===== src/hw/rtl/prq_pkg.sv =====
`default_nettype none

package prq_pkg;

	// Sizes of the task table and of the priority range
	localparam int TASK_SLOTS = 64;
	localparam int LEVELS     = 32;
	localparam int TASK_W     = 6;
	localparam int LVL_W      = 5;
	localparam int OP_W       = 2;

	typedef logic [TASK_W-1:0] task_t;
	typedef logic [LVL_W-1:0]  lvl_t;

	typedef enum logic [OP_W-1:0] {
		OP_MAKE  = 2'd0,
		OP_SCHED = 2'd1,
		OP_EXIT  = 2'd2,
		OP_NOP   = 2'd3
	} op_t;

	typedef enum logic [2:0] {
		ST_IDLE,
		ST_EXEC,
		ST_POP_RD,
		ST_POP_WR,
		ST_DONE
	} state_t;

	// Controller to datapath
	typedef struct packed {
		logic take;
		logic exec;
		logic pop_rd;
		logic pop_wr;
		logic load_out;
	} cmd_t;

	// Datapath to controller
	typedef struct packed {
		logic is_sched;
	} sts_t;

endpackage

`default_nettype wire


===== src/hw/rtl/prq_ctrl.sv =====
`default_nettype none

module prq_ctrl import prq_pkg::*; (
	input  wire  clk,
	input  wire  arst_n,
	input  wire  in_valid,
	output logic in_ready,
	output logic out_valid,
	input  wire  out_ready,
	input  sts_t sts,
	output cmd_t cmd
);

	state_t state_q, state_nxt;
	logic   out_valid_q;
	logic   out_free;

	assign out_free = !out_valid_q || out_ready;

	// State register and output register flag
	always_ff @(posedge clk or negedge arst_n) begin
		if (!arst_n) begin
			state_q     <= ST_IDLE;
			out_valid_q <= 1'b0;
		end else begin
			state_q <= state_nxt;
			if (cmd.load_out)
				out_valid_q <= 1'b1;
			else if (out_ready)
				out_valid_q <= 1'b0;
		end
	end

	// Next state
	always_comb begin
		state_nxt = state_q;
		unique case (state_q)
			ST_IDLE:   if (in_valid) state_nxt = ST_EXEC;
			ST_EXEC:   state_nxt = sts.is_sched ? ST_POP_RD : ST_DONE;
			ST_POP_RD: state_nxt = ST_POP_WR;
			ST_POP_WR: state_nxt = ST_DONE;
			ST_DONE:   if (out_free) state_nxt = ST_IDLE;
			default:   state_nxt = ST_IDLE;
		endcase
	end

	// Commands
	always_comb begin
		cmd      = '0;
		in_ready = 1'b0;
		unique case (state_q)
			ST_IDLE: begin
				in_ready = 1'b1;
				cmd.take = in_valid;
			end
			ST_EXEC:   cmd.exec = 1'b1;
			ST_POP_RD: cmd.pop_rd = 1'b1;
			ST_POP_WR: cmd.pop_wr = 1'b1;
			ST_DONE:   cmd.load_out = out_free;
			default: begin
				cmd      = '0;
				in_ready = 1'b0;
			end
		endcase
	end

	assign out_valid = out_valid_q;

endmodule

`default_nettype wire


===== src/hw/rtl/prq_dpath.sv =====
`default_nettype none

module prq_dpath import prq_pkg::*; (
	input  wire               clk,
	input  wire               arst_n,
	input  cmd_t              cmd,
	output sts_t              sts,
	input  wire  [OP_W-1:0]   opcode,
	input  wire  [TASK_W-1:0] task_index,
	input  wire  [LVL_W-1:0]  priority_req,
	output logic              active_valid,
	output logic [TASK_W-1:0] active_index,
	output logic [LVL_W-1:0]  active_priority
);

	// Latched request
	op_t   op_q;
	task_t tix_q;
	lvl_t  pri_q;

	// Level FIFO pointers and non-empty mask
	task_t             head_q [LEVELS];
	task_t             tail_q [LEVELS];
	logic [LEVELS-1:0] mask_q;

	// Next-link memory with per-entry valid bits, task level memory
	task_t             nl_mem [TASK_SLOTS];
	logic [TASK_SLOTS-1:0] nl_vld_q;
	lvl_t              tl_mem [TASK_SLOTS];

	task_t act_q;
	lvl_t  act_lvl_q;

	// Pop stage registers
	logic  pop_en_s1;
	lvl_t  pop_lvl_s1;
	task_t pop_t_s1;
	task_t nl_rd_s1;
	logic  nl_rv_s1;
	lvl_t  tl_rd_s1;

	logic  make_ok;
	logic  push_en;
	lvl_t  push_lvl;
	task_t push_task;
	task_t push_tl;
	lvl_t  ffs_lvl;
	task_t pop_head;
	task_t pop_nx;

	assign sts.is_sched = (op_q == OP_SCHED);

	always_ff @(posedge clk) begin
		if (cmd.take) begin
			op_q  <= op_t'(opcode);
			tix_q <= task_index;
			pri_q <= priority_req;
		end
	end

	// Push decode: make-ready appends the request, schedule re-queues the active task
	assign make_ok = (op_q == OP_MAKE) && (tix_q != '0)
		&& (int'(tix_q) < TASK_SLOTS) && (int'(pri_q) < LEVELS);

	always_comb begin
		push_en   = 1'b0;
		push_lvl  = pri_q;
		push_task = tix_q;
		if (cmd.exec) begin
			if (make_ok) begin
				push_en = 1'b1;
			end else if (op_q == OP_SCHED && act_q != '0) begin
				push_en   = 1'b1;
				push_lvl  = act_lvl_q;
				push_task = act_q;
			end
		end
	end

	assign push_tl = tail_q[push_lvl];

	// Lowest-numbered non-empty level
	always_comb begin
		ffs_lvl = '0;
		for (int i = LEVELS - 1; i >= 0; i--) begin
			if (mask_q[i])
				ffs_lvl = LVL_W'(i);
		end
	end

	assign pop_head = head_q[ffs_lvl];
	assign pop_nx   = (pop_t_s1 != '0 && nl_rv_s1) ? nl_rd_s1 : '0;

	// Pointer tables, mask, link valid bits and active task
	always_ff @(posedge clk or negedge arst_n) begin
		if (!arst_n) begin
			for (int i = 0; i < LEVELS; i++) begin
				head_q[i] <= '0;
				tail_q[i] <= '0;
			end
			mask_q    <= '0;
			nl_vld_q  <= '0;
			act_q     <= '0;
			act_lvl_q <= '0;
		end else begin
			if (push_en) begin
				if (push_tl != '0)
					nl_vld_q[push_tl] <= 1'b1;
				else
					head_q[push_lvl] <= push_task;
				tail_q[push_lvl] <= push_task;
				mask_q[push_lvl] <= 1'b1;
			end
			if (cmd.exec && make_ok && tix_q == act_q)
				act_lvl_q <= pri_q;
			if (cmd.exec && op_q == OP_EXIT)
				act_q <= '0;
			if (cmd.pop_wr && pop_en_s1) begin
				head_q[pop_lvl_s1] <= pop_nx;
				if (pop_nx == '0) begin
					tail_q[pop_lvl_s1] <= '0;
					mask_q[pop_lvl_s1] <= 1'b0;
				end
				if (pop_t_s1 != '0)
					nl_vld_q[pop_t_s1] <= 1'b0;
				act_q     <= pop_t_s1;
				act_lvl_q <= tl_rd_s1;
			end
		end
	end

	// Memory writes
	always_ff @(posedge clk) begin
		if (push_en && push_tl != '0)
			nl_mem[push_tl] <= push_task;
		if (cmd.exec && make_ok)
			tl_mem[tix_q] <= pri_q;
	end

	// Pop read stage, registered memory reads
	always_ff @(posedge clk or negedge arst_n) begin
		if (!arst_n)
			pop_en_s1 <= 1'b0;
		else if (cmd.pop_rd)
			pop_en_s1 <= (mask_q != '0);
	end

	always_ff @(posedge clk) begin
		if (cmd.pop_rd) begin
			pop_lvl_s1 <= ffs_lvl;
			pop_t_s1   <= pop_head;
			nl_rd_s1   <= nl_mem[pop_head];
			nl_rv_s1   <= nl_vld_q[pop_head];
			tl_rd_s1   <= tl_mem[pop_head];
		end
	end

	// Output register
	always_ff @(posedge clk) begin
		if (cmd.load_out) begin
			active_valid    <= (act_q != '0);
			active_index    <= act_q;
			active_priority <= (act_q != '0) ? act_lvl_q : '0;
		end
	end

endmodule

`default_nettype wire


===== src/hw/rtl/priority_ready_queue_scheduler.sv =====
// Priority ready-queue scheduler: per-level linked FIFOs of task indices.
// Input channel (in_valid/in_ready) carries opcode, task_index, priority_req:
// make ready (append a task at a level), schedule (re-queue the active task,
// pop the head of the lowest-numbered non-empty level) or exit (drop the active task).
// Output channel (out_valid/out_ready) returns one transfer per operation:
// active_valid, active_index and active_priority as they stand afterwards.
// One operation is in flight at a time. Make-ready, exit and no-op only pass
// through execute; for schedule the controller steps through execute,
// a registered read of the link and level memories, and the pop write-back.
// A result held in the output register does not stop the next input transfer;
// the block only waits at completion if the previous result is still unread.
// Reset empties every level, clears the link table valid bits and the active
// task; the task level table is not cleared and needs no clearing pass.
`default_nettype none

module priority_ready_queue_scheduler import prq_pkg::*; (
	input  wire               clk,
	input  wire               arst_n,
	input  wire               in_valid,
	output logic              in_ready,
	input  wire  [OP_W-1:0]   opcode,
	input  wire  [TASK_W-1:0] task_index,
	input  wire  [LVL_W-1:0]  priority_req,
	output logic              out_valid,
	input  wire               out_ready,
	output logic              active_valid,
	output logic [TASK_W-1:0] active_index,
	output logic [LVL_W-1:0]  active_priority
);

	cmd_t cmd;
	sts_t sts;

	prq_ctrl u_ctrl (
		.clk       (clk),
		.arst_n    (arst_n),
		.in_valid  (in_valid),
		.in_ready  (in_ready),
		.out_valid (out_valid),
		.out_ready (out_ready),
		.sts       (sts),
		.cmd       (cmd)
	);

	prq_dpath u_dpath (
		.clk             (clk),
		.arst_n          (arst_n),
		.cmd             (cmd),
		.sts             (sts),
		.opcode          (opcode),
		.task_index      (task_index),
		.priority_req    (priority_req),
		.active_valid    (active_valid),
		.active_index    (active_index),
		.active_priority (active_priority)
	);

endmodule

`default_nettype wire


===== config.mk =====
export PLATFORM = sky130hd
export DESIGN_NAME = priority_ready_queue_scheduler
export DESIGN_NICKNAME = d
export VERILOG_FILES = /design/src/hw/rtl/prq_pkg.sv /design/src/hw/rtl/prq_ctrl.sv /design/src/hw/rtl/prq_dpath.sv /design/src/hw/rtl/priority_ready_queue_scheduler.sv
export SDC_FILE = /design/constraint.sdc
export NUM_CORES = 2
export LEC_CHECK = 0
export BUFFER_PORTS_ARGS = -buffer_cell sky130_fd_sc_hd__clkbuf_2
export CAP_MARGIN = 5
export CORE_ASPECT_RATIO = 1.25
export CORE_UTILIZATION = 35
export DETAILED_ROUTE_END_ITERATION = 12
export GPL_TIMING_DRIVEN = 0
export PLACE_DENSITY_LB_ADDON = 0.1
export SLEW_MARGIN = 0
export SYNTH_ARGS = -nofsm -noshare
export SYNTH_HDL_FRONTEND = slang
export SYNTH_SLANG_ARGS = --single-unit

===== constraint.sdc =====
create_clock -name clk -period 11.36 [get_ports clk]
set_input_delay 0.568 -clock clk [delete_from_list [all_inputs] [get_ports clk]]
set_output_delay 0.568 -clock clk [all_outputs]
set_load 0.1 [all_outputs]

Word-level counts from Yosys, hierarchy flattened
Memory sizes are Yosys's and may differ from the RTL's. A register that Yosys moved wholly into a read port is not among the register bits.
Index checks and enable logic that the tools add are counted.

storage, ports and cells
  memory bits (read-only) = 0
  RAM bits = 704
  bits of input ports = 17
  word-level logic and storage cells = 242
  output and inout port bits = 14
  memories = 2
  flip-flop bits (word level) = 533
  bits in latches = 0

memories
  memory          depth  bits a word  read ports  clocked after Yosys merged registers in  write ports  RTL line         RTL
  u_dpath.nl_mem  64     6            1           1                                        1            prq_dpath.sv:27  task_t nl_mem [TASK_SLOTS];
  u_dpath.tl_mem  64     5            1           1                                        1            prq_dpath.sv:29  lvl_t tl_mem [TASK_SLOTS];

operators by class
  order comparisons = 14
  $add $sub $neg = 0
  shift operators = 0
  multipliers = 0
  reductions and logical operators = 28
  bitwise logic cells = 11
  equal/unequal tests = 9
  divide/modulo/power cells = 0
  multiplexer cells = 98

operator list
  kind                count
  $mux 192            6
  $bwmux 192          3
  $mux 64             4
  $and 192x192->192   1
  $not 192->192       1
  $mux 5              37
  $mux 32             3
  $mux 6              12
  $and 64x64->64      1
  $not 64->64         1
  $or 64x64->64       1
  $bmux 6 s5          2
  $demux 6 s5         2
  $and 32x32->32      1
  $not 32->32         1
  $or 32x32->32       1
  $reduce_bool 32->1  1
  $reduce_bool 6->1   4
  $lt 6x7->1 const B  3
  $mux 1              20
  $ge 6x6->1 const B  3
  $not 5->6           3
  $pmux 3 s5          1
  $logic_and 1x1->1   14
  other kinds (23)    34

Depth between registers and ports, before layout
  word-level depth = 38
  mapped depth = 21
  gate-level depth less buffers = 15

Hierarchy
From an unflattened synthesis, not the netlist that was laid out.

second synthesis, totals
  cell total of the unflattened synthesis = 4665
  area total of the unflattened synthesis = 55120.4 µm²

modules (own cells, without submodules)
  module     area each (µm²)  seq. area each (µm²)  cells each  instances
  prq_dpath  54896.4          34893.5               4643        1
  prq_ctrl   224.0            100.1                 22          1

Worst setup path after synthesis
OpenSTA, ideal clock, no wires.

  path type = register to register
  start point = register u_dpath.mask_q[16]
  end point = register u_dpath.nl_rd_s1[0], read port of u_dpath.nl_mem (data pin)
  buffers on the path = 3
  period minus slack after synthesis = 4.055 ns
  slack = 7.305 ns
  cell stages (with the launch flop) = 16
  arrival time = 3.793 ns
  library setup time = 0.263 ns
  path through = dfrtp_1 nor4_1 o211ai_2 a21o_1 buf_4 inv_4 mux4_2 a22o_1 a211oi_2 and2_1 buf_6 buf_12 mux4_2 a21o_1 nor4_2 a2bb2oi_2

between the ends
  word-level cells in the longest chain between the ends = 21

RTL lines
  item                                        RTL line          RTL
  from (decl)                                 prq_dpath.sv:24   logic [LEVELS-1:0] mask_q;
  from (signal assigned)                      prq_dpath.sv:101  mask_q <= '0;
  from (signal, indexed assignment)           prq_dpath.sv:112  mask_q[push_lvl] <= 1'b1;
  from (signal, indexed assignment)           prq_dpath.sv:122  mask_q[pop_lvl_s1] <= 1'b0;
  $mux 5 (17 in series)                       prq_dpath.sv:86   if (mask_q[i])
  $not 5->6 (implied by the code)             prq_dpath.sv:91   assign pop_head = head_q[ffs_lvl];
  $bmux 6 s5                                  prq_dpath.sv:91
  $mux 6 (implied by the code) (2 in series)  prq_dpath.sv:91
  to (decl)                                   prq_dpath.sv:38   task_t nl_rd_s1;

No other way between the ends. The select of a mux whose other input is x is not followed.
A chain may end at the register's enable or synchronous reset.

Worst setup path in the final report
  start point = register u_ctrl.state_q[2]
  end point = memory u_dpath.nl_mem[31][0] (netlist bit), enable pin

between the ends
  word-level cells in the longest chain between the ends = 11
  elaborated cells between the ends (all ways) = 12
  classes of those cells = eq/ne: 1; mux: 8; bitwise: 1; reduce/logical: 2

RTL lines
  item                                        RTL line          RTL
  from (decl)                                 prq_ctrl.sv:14    state_t state_q, state_nxt;
  from (signal assigned)                      prq_ctrl.sv:26    state_q <= state_nxt;
  $eq 3x1->1 *                                prq_ctrl.sv:51    unique case (state_q)
  $mux 1 *                                    prq_ctrl.sv:51
  $mux 5                                      prq_dpath.sv:69   if (cmd.exec) begin
  $not 5->6 (implied by the code)             prq_dpath.sv:80   assign push_tl = tail_q[push_lvl];
  $bmux 6 s5                                  prq_dpath.sv:80
  $mux 6 (implied by the code) (2 in series)  prq_dpath.sv:80
  $reduce_bool 6->1                           prq_dpath.sv:134  if (push_en && push_tl != '0)
  $logic_and 1x1->1                           prq_dpath.sv:134
  $mux 1                                      prq_dpath.sv:134
  $mux 1 (implied by the code)                prq_dpath.sv:135  nl_mem[push_tl] <= push_task;
  to (decl)                                   prq_dpath.sv:27

Mark *: on every way between the ends. The rest lies on a longest branch, timed or not. The select of a mux whose other input is x is not followed.

==> metrics.md <==
| Metric | Value |
|---|---|
| Status | finished clean |
| Worst Path Max Fanout | 10 |
| Port Buf Inserts | 30 |
| Cells on worst reg2reg path | 13 |
| Hold Path Sink | u_ctrl.out_valid$_DFFE_PN0P_ |
| WHS | 0.0602 ns |
| First-pass GRT wire length | 321,000 um |
| Hold WC Path Type | in2reg |
| Cts bufs inserted | 138 |
| Setup bufs post-CTS | 0 |
| Core area | 158,000 um^2 |
| Initial antenna violation count | 4 |
| Final WL | 230,000 um |
| Detail Route Antenna Nets | 0 |
| Layout area overhead | 14.9% |
| Number of core rows | 163 |
| Async set or reset register ratio after synthesis | approximately two fifths |
| Aggregate global routing overflow | 0 |
| Syn Inst Count | 4,891 |
| Max Cap Viol | 0 |
| Area of the mapped netlist | 55,700 um^2 |
| Die footprint | between 150,000 and 200,000 um^2 |
| Unique cell type count in the Yosys netlist | 100 |
| Setup Skew | 0.0269 ns |
| Dpl hpwl | between 150,000 and 200,000 um |
| CTS H-Tree Depth | 4 |
| Crit path capture type | flop |
| Hold path cells | 3 |
| Fmax | roughly 130 MHz |
| Initial Util | 35.3% |
| Avg Cell Area, Syn | approximately 11 um^2 |
| Vias in the first global route | 41,290 |
| Max clock buf depth | 3 |
| Register area share after synthesis | between 60 and 70% |
| Leading cell type in the layout, fill and taps excluded | edfxtp_1 |
| Yosys top cell area share | 40.5% |
| Vias | 42,154 |
| R2r setup slk | just under 4 ns |
| Fraction of layout cells with a size suffix above 1 | 11.6% |
| Worst-Margin Slew | 1.38 ns |
| Static Leak | roughly 24 nW |
| Initial DRC Count | about 4,400 |
| Clock sink count | ~1,200 |
| Yosys reg bits | 1,248 |
| Final Hold Fails | 0 |
| I/O pin cnt | 31 |
| Tmin final | 7.41 ns |
| Power after layout | 20.8 mW |
| CTS clk-pin slew, worst paths | 0.06 ns |
| TritonCTS clock tree | built |
| Chip Width | 359 um |
| Number of synthesized flops with an enable pin | 752 |
| Endpoints failing setup | 0 |
| # nets final | 5,137 |
| Die Span Y | 448 um |
| Ys Warns | 0 |
| Post-Route Setup TNS | 0 ns |
| First-pass DRT Iterations | 6 |
| Crit path DAT | roughly 8 ns |
| Routed length per instance | approximately 32 um |
| Worst r2r dst | u_dpath.nl_mem[31][0]$_DFFE_PP_ |
| Synth area leader | edfxtp_1 |
| Crit path kind | reg2reg |
| Largest net degree at the start of global routing | 105 |
| Min-Delay Startpoint | out_ready |
| PD cells | 325 nW/um^2 |
| GP Congestion | ~0.96 |
| Peak supply drop | ~0.21 mV |
| Tot GR Track Use | between 20 and 30% |
| RSZ-0062 raised after global routing | false |
| Slew Viols, Final | 0 |
| DRC | 0 |
| Most frequent cells in the layout | edfxtp_1 (752), nor2_1 (736), nand2_1 (625) |
| # resized after CTS | 0 |
| Clk root buf | clkbuf_16 |
| Skew-Pair Late Insertion Delay | 0.82 ns |
| Worst reg2reg startpoint | u_ctrl.state_q[2]$_DFFE_PN0P_ |
| Worst endpoint required time | approximately 12 ns |
| Max-slew headroom | 7.62% |
| Fillers | 15,236 |
| Top cells by area, synth | edfxtp_1 (41%), dfrtp_1 (22%), nor2_1 (5.0%), nand2_1 (4.2%), mux2i_1 (3.2%) |
| Fin crit share | approximately 65% |
| Top FF cell, synth | edfxtp_1 |
| Vias per inst | 5.78 |
| Startpoint Class | flop |
## metrics by stage
step / instance area [um^2] / util, % / setup WS (ns) / cells
4_1_cts: 64000 / 40.5 / 4.01 / 7295
6_report: 64000 / 40.5 / 3.95 / 7298
3_5_place_dp: 59300 / 37.5 / 4.02 / 7026
3_3_place_gp: 58500 / 37.0 / -3.12 / 6993
5_1_grt: 64000 / 40.5 / 3.85 / 7297
2_1_floorplan: 55800 / - / 7.30 / 4901
## cells by family after synthesis
kind of cell | after synthesis | share of synthesized area (%)
AND/OR/NAND/NOR | 1802 | 14.1
flip-flops | 1248 | 62.8
AO/OA/AOI/OAI | 1159 | 13.8
buffers and inverters | 412 | 3.92
multiplexers | 263 | 5.28
XOR/XNOR | 6 | 0.0943
other | 1 | 0.00673
## worst max path at each step
| stage | from | to | cells past startpoint |
|---|---|---|---|
| final | u_ctrl.state_q[2]$_DFFE_PN0P_ | u_dpath.nl_mem[31][0]$_DFFE_PP_ | 13 |
| after global routing | u_ctrl.state_q[2]$_DFFE_PN0P_ | u_dpath.nl_mem[27][1]$_DFFE_PP_ | 13 |
| after CTS | u_ctrl.state_q[2]$_DFFE_PN0P_ | u_dpath.nl_mem[21][4]$_DFFE_PP_ | 13 |
| after detailed placement | u_ctrl.state_q[2]$_DFFE_PN0P_ | u_dpath.nl_mem[21][2]$_DFFE_PP_ | 13 |
| after global placement | arst_n | u_dpath.tail_q[160]$_DFF_PN0_ | 1 |
| after floorplan | u_dpath.mask_q[16]$_DFF_PN0_ | u_dpath.nl_rd_s1[0]$_DFFE_PP_ | 15 |
## where the power goes
group | switching (mW) | leakage [nW] | internal, mW
sequential | 0.322 | 13.6 | 5.48
clock | 1.99 | 2.19 | 2.61
combinational | 7.54 | 8.08 | 2.86
total | 9.85 | 23.9 | 11.0
## flip-flops by register name, summed over array words and instances, names as in the netlist, 32 cells and up
signal            flops
u_dpath.nl_vld_q     64
u_dpath.tail_q      192
u_dpath.nl_mem      384
u_dpath.tl_mem      320
u_dpath.head_q      192
u_dpath.mask_q       32
## metal layers
metal / vias up / GRT usage (%) / part of all wire, %
met3: 523 / 3.98 / 5.8
met2: 1719 / 48.8 / 49
met1: 21437 / 33.7 / 38
met4: 2 / 17.8 / 6.8
met5: - / 0 / 0.0056
li1: 18473 / - / -
## critical path, cell delays in order (launching register included)
cell and delay (ns):
dfrtp_1 0.45, nand2b_1 0.53, a211oi_1 1.02, buf_4 0.37
mux2i_1 0.37, buf_2 0.38, buf_1 0.58, o22ai_1 0.17
o21ai_0 0.36, nand2_1 0.08, nor4_1 0.59, and2_0 0.31
nand3_1 0.76, nor2_1 1.01
## layout make-up
type | count | area, um^2 | share of cell area (%)
buffer | 376 | 2030 | 3.18
timing repair buffer | 79 | 1090 | 1.70
multi-input combinational | 3241 | 18600 | 29.1
clock inverter | 66 | 701 | 1.09
clock buffer | 188 | 3830 | 5.99
tap | 2062 | 2580 | 4.03
antenna | 2 | 5.00 | 0.00781
inverter | 36 | 165 | 0.258
sequential | 1248 | 35000 | 54.6
## cells in the mapped netlist, types with 35 or more instances
library cell  number
a211oi_1         218
a21oi_1          216
and3_1            71
mux2_2            62
a32oi_1           36
a221oi_1          39
o21ai_1           74
nor3_1            49
a31oi_1           97
edfxtp_1         752
nand3_1          144
o22ai_1          124
buf_2             92
buf_4             56
nand2_1          625
mux2i_1          181
buf_1             35
o21ai_0          174
nor2_1           736
clkbuf_1         160
dfrtp_1          496
## what timing repair did
item	CTS	global route
endpoints found under the setup margin	0	0
hold buffers	15	0
endpoints found under the hold margin	117	0
Note: power is estimated with default switching activity, not from simulation.
